--- config.mk ---
export PLATFORM = sky130hd
export DESIGN_NAME = positional_insert_queue_unit
export DESIGN_NICKNAME = d
export VERILOG_FILES = /design/src/sv/piq_pkg.sv /design/src/sv/positional_insert_queue_unit.sv /design/src/sv/piq_dp.sv /design/src/sv/piq_ctrl.sv
export SDC_FILE = /design/constraint.sdc
export NUM_CORES = 2
export LEC_CHECK = 0
export CORE_MARGIN = 2
export CORE_UTILIZATION = 50
export CTS_CLUSTER_DIAMETER = 80
export DETAILED_ROUTE_END_ITERATION = 10
export DONT_BUFFER_PORTS = 1
export GPL_TIMING_DRIVEN = 0
export SETUP_SLACK_MARGIN = 0.15
export SLEW_MARGIN = 0
export SYNTH_ARGS = -nofsm -noshare
export SYNTH_HDL_FRONTEND = slang
export SYNTH_SLANG_ARGS = --single-unit
--- constraint.sdc ---
create_clock -name clk -period 14.36 [get_ports clk]
set_input_delay 0.718 -clock clk [delete_from_list [all_inputs] [get_ports clk]]
set_output_delay 0.718 -clock clk [all_outputs]
set_load 0.03 [all_outputs]
--- src/sv/piq_pkg.sv ---
`timescale 1ns / 1ps
`default_nettype none

package piq_pkg;

    // Command codes carried by each input transaction
    typedef enum logic [1:0] {
        CMD_APPEND = 2'd0,
        CMD_INSERT = 2'd1,
        CMD_REMOVE = 2'd2,
        CMD_DUMP   = 2'd3
    } cmd_t;

    // Controller states
    typedef enum logic [1:0] {
        ST_IDLE,
        ST_REJECT,
        ST_EMPTY,
        ST_DUMP
    } state_t;

    // Datapath operations
    typedef enum logic [2:0] {
        OP_NONE,
        OP_APPEND,
        OP_INSERT,
        OP_REMOVE,
        OP_DUMP_START,
        OP_ROTATE
    } dp_op_t;

    // Kind of result loaded into the output register
    typedef enum logic [1:0] {
        OUT_DATA,
        OUT_REJECT,
        OUT_EMPTY
    } out_kind_t;

    // Controller to datapath
    typedef struct packed {
        dp_op_t    op;
        logic      load_out;
        out_kind_t kind;
    } dp_cmd_t;

    // Datapath to controller
    typedef struct packed {
        logic full;
        logic empty;
        logic dump_last;
    } dp_stat_t;

endpackage

`default_nettype wire

--- src/sv/positional_insert_queue_unit.sv ---
`timescale 1ns / 1ps
`default_nettype none

// Append, insert and remove: applied on acceptance, next transaction accepted the cycle after.
// Full-queue reject or empty dump: result loaded into the output register from the reject or empty state, then idle.
// Dump: entries are loaded one per cycle from the head register in the dump state, while the output
//   is free; idle again after the last entry, as the queue rotates through its head.
// Output stalls hold the controller in place; a waiting result never blocks acceptance.
// rst_n asynchronously clears the fill count, controller state and output valid.
module positional_insert_queue_unit #(
    parameter int DEPTH     = 16,
    parameter int TAG_WIDTH = 32
) (
    input  wire logic        clk,
    input  wire logic        rst_n,
    input  wire logic        in_valid,
    output logic             in_ready,
    input  wire logic [1:0]  command,
    input  wire logic [4:0]  position,
    input  wire logic [31:0] item_value,
    output logic             out_valid,
    input  wire logic        out_ready,
    output logic [31:0]      item,
    output logic             last,
    output logic             empty_res,
    output logic             rejected
);
    import piq_pkg::*;

    dp_cmd_t  dp_cmd;
    dp_stat_t dp_stat;

    piq_ctrl u_ctrl (
        .clk       (clk),
        .rst_n     (rst_n),
        .in_valid  (in_valid),
        .in_ready  (in_ready),
        .command   (command),
        .out_valid (out_valid),
        .out_ready (out_ready),
        .cmd       (dp_cmd),
        .stat      (dp_stat)
    );

    piq_dp #(
        .DEPTH     (DEPTH),
        .TAG_WIDTH (TAG_WIDTH)
    ) u_dp (
        .clk        (clk),
        .rst_n      (rst_n),
        .cmd        (dp_cmd),
        .stat       (dp_stat),
        .position   (position),
        .item_value (item_value),
        .item       (item),
        .last       (last),
        .empty_res  (empty_res),
        .rejected   (rejected)
    );

endmodule

`default_nettype wire

--- src/sv/piq_dp.sv ---
`timescale 1ns / 1ps
`default_nettype none

module piq_dp #(
    parameter int DEPTH     = 16,
    parameter int TAG_WIDTH = 32
) (
    input  wire logic              clk,
    input  wire logic              rst_n,
    input  wire piq_pkg::dp_cmd_t  cmd,
    output piq_pkg::dp_stat_t      stat,
    input  wire logic [4:0]        position,
    input  wire logic [31:0]       item_value,
    output logic [31:0]            item,
    output logic                   last,
    output logic                   empty_res,
    output logic                   rejected
);
    import piq_pkg::*;

    localparam int CW = $clog2(DEPTH + 1);
    localparam int KW = (CW > 5) ? CW : 5;

    logic [TAG_WIDTH-1:0] entries_reg [DEPTH];
    logic [TAG_WIDTH-1:0] up_src   [DEPTH];
    logic [TAG_WIDTH-1:0] down_src [DEPTH];
    logic [CW-1:0]        count_reg;
    logic [CW-1:0]        count_next;
    logic [CW-1:0]        rem_reg;
    logic [CW-1:0]        rem_next;
    logic [TAG_WIDTH-1:0] tag;
    logic [4:0]           pos_m1;
    logic [KW-1:0]        pos_w;
    logic [KW-1:0]        cnt_w;
    logic [CW-1:0]        ins_k;
    logic [CW-1:0]        last_idx;
    logic [31:0]          item_reg;
    logic                 last_reg;
    logic                 empty_res_reg;
    logic                 rejected_reg;

    assign tag = TAG_WIDTH'(item_value);

    // Neighbor sources for shifting toward head (up) and toward tail (down)
    for (genvar i = 0; i < DEPTH; i++) begin : g_src
        if (i == DEPTH - 1) begin : g_up_wrap
            assign up_src[i] = entries_reg[0];
        end else begin : g_up
            assign up_src[i] = entries_reg[i+1];
        end
        if (i == 0) begin : g_down_head
            assign down_src[i] = tag;
        end else begin : g_down
            assign down_src[i] = entries_reg[i-1];
        end
    end

    // Insert index: append goes to the tail; position 0 or 1 is head, past the tail clamps to tail
    always_comb
    begin
        pos_m1 = (position <= 5'd1) ? 5'd0 : position - 5'd1;
        pos_w  = KW'(pos_m1);
        cnt_w  = KW'(count_reg);
        if (cmd.op == OP_APPEND || pos_w > cnt_w)
        begin
            ins_k = count_reg;
        end
        else
        begin
            ins_k = CW'(pos_w);
        end
    end

    assign last_idx = count_reg - CW'(1);

    // Entry storage: shift for insert/remove, rotate within count for dump
    always_ff @(posedge clk)
    begin
        for (int i = 0; i < DEPTH; i++)
        begin
            case (cmd.op)
                OP_APPEND, OP_INSERT:
                begin
                    if (CW'(i) > ins_k)
                    begin
                        entries_reg[i] <= down_src[i];
                    end
                    else if (CW'(i) == ins_k)
                    begin
                        entries_reg[i] <= tag;
                    end
                end
                OP_REMOVE:
                begin
                    entries_reg[i] <= up_src[i];
                end
                OP_ROTATE:
                begin
                    if (CW'(i) == last_idx)
                    begin
                        entries_reg[i] <= entries_reg[0];
                    end
                    else if (CW'(i) < last_idx)
                    begin
                        entries_reg[i] <= up_src[i];
                    end
                end
                default:
                begin
                end
            endcase
        end
    end

    // Fill count and remaining dump count
    always_comb
    begin
        count_next = count_reg;
        rem_next   = rem_reg;
        case (cmd.op)
            OP_APPEND, OP_INSERT: count_next = count_reg + CW'(1);
            OP_REMOVE:            count_next = count_reg - CW'(1);
            OP_DUMP_START:        rem_next   = count_reg;
            OP_ROTATE:            rem_next   = rem_reg - CW'(1);
            default:
            begin
            end
        endcase
    end

    always_ff @(posedge clk or negedge rst_n)
    begin
        if (!rst_n)
        begin
            count_reg <= '0;
            rem_reg   <= '0;
        end
        else
        begin
            count_reg <= count_next;
            rem_reg   <= rem_next;
        end
    end

    assign stat.full      = (count_reg == CW'(DEPTH));
    assign stat.empty     = (count_reg == '0);
    assign stat.dump_last = (rem_reg == CW'(1));

    // Output payload register
    always_ff @(posedge clk)
    begin
        if (cmd.load_out)
        begin
            case (cmd.kind)
                OUT_DATA:
                begin
                    item_reg      <= 32'(entries_reg[0]);
                    last_reg      <= stat.dump_last;
                    empty_res_reg <= 1'b0;
                    rejected_reg  <= 1'b0;
                end
                OUT_REJECT:
                begin
                    item_reg      <= '0;
                    last_reg      <= 1'b1;
                    empty_res_reg <= 1'b0;
                    rejected_reg  <= 1'b1;
                end
                default:
                begin
                    item_reg      <= '0;
                    last_reg      <= 1'b1;
                    empty_res_reg <= 1'b1;
                    rejected_reg  <= 1'b0;
                end
            endcase
        end
    end

    assign item      = item_reg;
    assign last      = last_reg;
    assign empty_res = empty_res_reg;
    assign rejected  = rejected_reg;

    // Checks
    a_count_bound: assert property (@(posedge clk) disable iff (!rst_n)
        count_reg <= CW'(DEPTH))
        else $error("fill count above depth");

    a_no_insert_full: assert property (@(posedge clk) disable iff (!rst_n)
        (cmd.op == OP_APPEND || cmd.op == OP_INSERT) |-> !stat.full)
        else $error("insert into full queue");

    a_insert_grows: assert property (@(posedge clk) disable iff (!rst_n)
        (cmd.op == OP_APPEND || cmd.op == OP_INSERT)
            |=> count_reg == $past(count_reg) + CW'(1))
        else $error("insert did not grow queue");

    a_rotate_live: assert property (@(posedge clk) disable iff (!rst_n)
        (cmd.op == OP_ROTATE) |-> (rem_reg != '0 && rem_reg <= count_reg))
        else $error("dump step without remaining entries");

endmodule

`default_nettype wire

--- src/sv/piq_ctrl.sv ---
`timescale 1ns / 1ps
`default_nettype none

module piq_ctrl (
    input  wire logic              clk,
    input  wire logic              rst_n,
    input  wire logic              in_valid,
    output logic                   in_ready,
    input  wire logic [1:0]        command,
    output logic                   out_valid,
    input  wire logic              out_ready,
    output piq_pkg::dp_cmd_t       cmd,
    input  wire piq_pkg::dp_stat_t stat
);
    import piq_pkg::*;

    state_t state_reg;
    state_t state_next;
    logic   out_valid_reg;
    logic   out_valid_next;
    logic   out_free;

    assign out_free = !out_valid_reg || out_ready;

    // State register and output valid
    always_ff @(posedge clk or negedge rst_n)
    begin
        if (!rst_n)
        begin
            state_reg     <= ST_IDLE;
            out_valid_reg <= 1'b0;
        end
        else
        begin
            state_reg     <= state_next;
            out_valid_reg <= out_valid_next;
        end
    end

    // Next state and datapath commands
    always_comb
    begin
        state_next   = state_reg;
        in_ready     = 1'b0;
        cmd.op       = OP_NONE;
        cmd.load_out = 1'b0;
        cmd.kind     = OUT_DATA;
        case (state_reg)
            ST_IDLE:
            begin
                in_ready = 1'b1;
                if (in_valid)
                begin
                    case (cmd_t'(command))
                        CMD_APPEND, CMD_INSERT:
                        begin
                            if (stat.full)
                            begin
                                state_next = ST_REJECT;
                            end
                            else if (cmd_t'(command) == CMD_APPEND)
                            begin
                                cmd.op = OP_APPEND;
                            end
                            else
                            begin
                                cmd.op = OP_INSERT;
                            end
                        end
                        CMD_REMOVE:
                        begin
                            if (!stat.empty)
                            begin
                                cmd.op = OP_REMOVE;
                            end
                        end
                        default:
                        begin
                            if (stat.empty)
                            begin
                                state_next = ST_EMPTY;
                            end
                            else
                            begin
                                cmd.op     = OP_DUMP_START;
                                state_next = ST_DUMP;
                            end
                        end
                    endcase
                end
            end
            ST_REJECT:
            begin
                if (out_free)
                begin
                    cmd.load_out = 1'b1;
                    cmd.kind     = OUT_REJECT;
                    state_next   = ST_IDLE;
                end
            end
            ST_EMPTY:
            begin
                if (out_free)
                begin
                    cmd.load_out = 1'b1;
                    cmd.kind     = OUT_EMPTY;
                    state_next   = ST_IDLE;
                end
            end
            ST_DUMP:
            begin
                if (out_free)
                begin
                    cmd.op       = OP_ROTATE;
                    cmd.load_out = 1'b1;
                    cmd.kind     = OUT_DATA;
                    if (stat.dump_last)
                    begin
                        state_next = ST_IDLE;
                    end
                end
            end
            default:
            begin
                state_next = ST_IDLE;
            end
        endcase
    end

    // Output register occupancy
    always_comb
    begin
        if (cmd.load_out)
        begin
            out_valid_next = 1'b1;
        end
        else if (out_ready)
        begin
            out_valid_next = 1'b0;
        end
        else
        begin
            out_valid_next = out_valid_reg;
        end
    end

    assign out_valid = out_valid_reg;

endmodule

`default_nettype wire
==> key figures <==
Drt
  – Detailed-route wire length: 154800 um
  – Drt wl/cell: 40.08 um
  – Overall via count from detail_route: 28580
  – Routed vias/inst: 7.397
  – ANT nets after route: 0
  – DR DRC count: 0
  – First-pass DRT Iterations: 6
  – Initial DRC Count: 4684

Synthesis
  – Yosys cell types: 93
  – Register area share after synthesis: 51.29%
  – Asr flop ratio synth: 2.321%
  – Most frequent cell after synthesis: edfxtp_1
  – EDFF count, synth: 547
  – Cell taking the most area after synthesis: edfxtp_1
  – Syn_area_per_cell: 11.44 um2
  – Post-synth top cells: edfxtp_1 (547), mux2i_1 (463), clkbuf_1 (202), a21oi_1 (185), a22oi_1 (169)
  – Synthesized instance count: 2855
  – Syn_nets: 2915
  – Synth warn: 0
  – Top area cells in the synthesized netlist: edfxtp_1 (50%), mux2i_1 (14%), a22oi_1 (3.9%)
  – Yosys reg bits: 560
  – Main synth FF type: edfxtp_1
  – Synthesized area: 32660 um2
  – Synth top area share: 50.29%

Timing
  – Final worst path period share: 45.26%
  – Clock Skew: 34.13 ps
  – Rel. slew slack: -13.27%
  – Minimum clock period: 6499 ps
  – Count of final hold-check violations: 0
  – RSZ-0062 raised after global routing: false
  – Count of final setup violators: 0
  – Post-route setup TNS: 0 ps
  – Final Slew Violations: 20
  – Max frequency: 153.9 MHz
  – Worst-margin pin slew: 1699 ps

Clock network
  – Worst skew pair latency: 660 ps
  – Post-CTS Setup Bufs: 0
  – Reg clk slew, reported paths: 60 ps
  – # H-tree levels: 3
  – CTS Sinks: 560
  – CTS root buffer: clkbuf_16
  – CTS max path bufs: 3
  – Clock tree from TritonCTS: built
  – CTS buffer count: 69

Cells and area
  – Storage cell area: 16750 um2
  – Share of cells above drive strength 1: 12.99%
  – Area of the multi-input gates: 14310 um2
  – P&R area growth vs syn: 11.63%
  – Max FFs per register: 512
  – Final nets: 3009
  – Fillers: 5557

Critical path
  – Worst Path Arrival: 6870 ps
  – Critical path's top delay family: buffers and inverters
  – Worst Setup Path Type: reg2reg
  – CP Launch Type: register
  – Max stage delay on crit path: 1020 ps
  – Worst-path cell chain: clkbuf_1, inv_1, ha_1, nor3b_2, a211oi_2, o21ai_1, nand3_2, o21ai_1, clkbuf_1, nor2_1, clkbuf_1, nand2_2, buf_12
  – FF-to-FF path depth: 13
  – Worst setup EP type: register
  – Critical-path cell with the highest stage delay: clkbuf_1
  – Worst Path Required: 14730 ps
  – CP dominant cell by count: clkbuf_1
  – Worst path depth: 13
  – Worst Path Max Fanout: 22
  – Worst path bufs/invs: 5

Floorplan
  – I/O Pins: 80
  – Die Ht: 259.6 um
  – Num rows: 93
  – Die ar.: 67380 um2
  – Chip width: 259.6 um
  – CORE AREA: 64460 um2
  – Initial Util: 50.67%

Placed design
  – PortBufs: 0
  – Final GP Congestion: 0.9990
  – Post-DP HPWL: 101900 um

GRT
  – GR Overflow Total: 0
  – Number of global-route vias before repair: 27400
  – First-pass GRT wire length: 212100 um
  – Initial antenna violation count: 6
  – Tot GR Track Use: 45.19%
  – Largest net degree at the start of global routing: 33

Pwr
  – LEAKAGE: 13.16 nW
  – Power Total: 6.086 mW
  – VDD IR max: 110.1 uV
  – Pwr/cell area: 166.9 nW/um2

Run status
  – Failing checks: max-capacitance violations, max-slew violations
  – Status: complete, but fails checks

Run
  – Number of max-cap violations: 2

Worst hold path
  – Hold Path Stages: 1
  – Hold WC Path Type: in2reg
final timing paths:
path	from	to	slack, ps
worst max-delay path	u_dp.cnt_w[0]	u_dp.entries_reg[7][12]	7860
worst min-delay path	item_value[27]	u_dp.entries_reg[10][27]	310
worst max register to register	u_dp.cnt_w[0]	u_dp.entries_reg[7][12]	7860
worst min register to register	u_ctrl.state_reg[1]	u_ctrl.state_reg[1]	550
max in group asynchronous	rst_n	u_dp.cnt_w[4]	13370
min in group asynchronous	rst_n	u_dp.cnt_w[3]	570
per-stage QoR:
step	utilization (%)	hold slack (ps)	std cells	cell area (um2)	setup slack [ps]
3_5_place_dp	53.16	422.8	3730	34270	8032
5_1_grt	56.54	328.2	3859	36450	7939
4_1_cts	56.48	300.7	3856	36410	8018
3_3_place_gp	52.33	422.8	3710	33730	4408
2_1_floorplan	-	422.4	2855	32660	7968
6_report	56.56	314.3	3863	36460	7861
cell families (layout without fill, tap and decap cells):
group           Yosys count  in the layout  share of synthesized area, %
mux                     550            550                         17.58
xor+xnor                 12             12                        0.3218
buf+inv                 366            514                         5.237
other cells               0              5                             0
flops                   560            560                         51.29
compound gates          889            889                         17.94
simple gates            461            461                         6.991
fa+ha+maj                17             17                        0.6512
cell type report:
cell class	count	area share, %
sequential	560	45.94
multi-input combinational	1929	39.25
clock buffer	84	4.890
buffer	341	4.454
tap	855	2.934
timing repair buffer	23	1.287
clock inverter	41	0.9540
inverter	25	0.2574
antenna	5	0.03432
power breakdown:
part	switching [mW]	total, mW	internal [mW]	leakage, nW
Clock	0.777	1.73	0.950	1.04
Combinational	1.26	1.82	0.554	6.99
Sequential	0.259	2.54	2.28	5.12
routing by layer:
metal	vias to the layer above	share of wire [%]	global-route usage, %
li1	11250	-	-
met1	14280	36	57.34
met2	2463	42	64.83
met3	582	15	17.43
met4	2	7.4	28.11
met5	-	0.0090	0
placed cells by master (no fill, tap or decap), types with 29 or more instances in the layout:
| cell | count |
|---|---|
| edfxtp_1 | 547 |
| mux2i_1 | 463 |
| clkbuf_1 | 211 |
| a21oi_1 | 185 |
| a22oi_1 | 169 |
| nor2_1 | 129 |
| o22ai_1 | 128 |
| nand2_1 | 125 |
| o21ai_0 | 99 |
| o21ai_1 | 95 |
| buf_2 | 78 |
| clkbuf_16 | 69 |
| and2_1 | 65 |
| a221o_1 | 63 |
| mux2_2 | 50 |
| a31oi_1 | 37 |
| buf_4 | 32 |
| a22o_1 | 32 |
| mux2_4 | 29 |
repair_timing:
| action | 4_1_cts | 5_1_grt |
|---|---|---|
| resized for setup | 0 | 0 |
| endpoints found under the hold margin | 13 | 0 |
| hold buffers | 1 | 0 |
No activity file was read; power rests on OpenSTA's default activity.
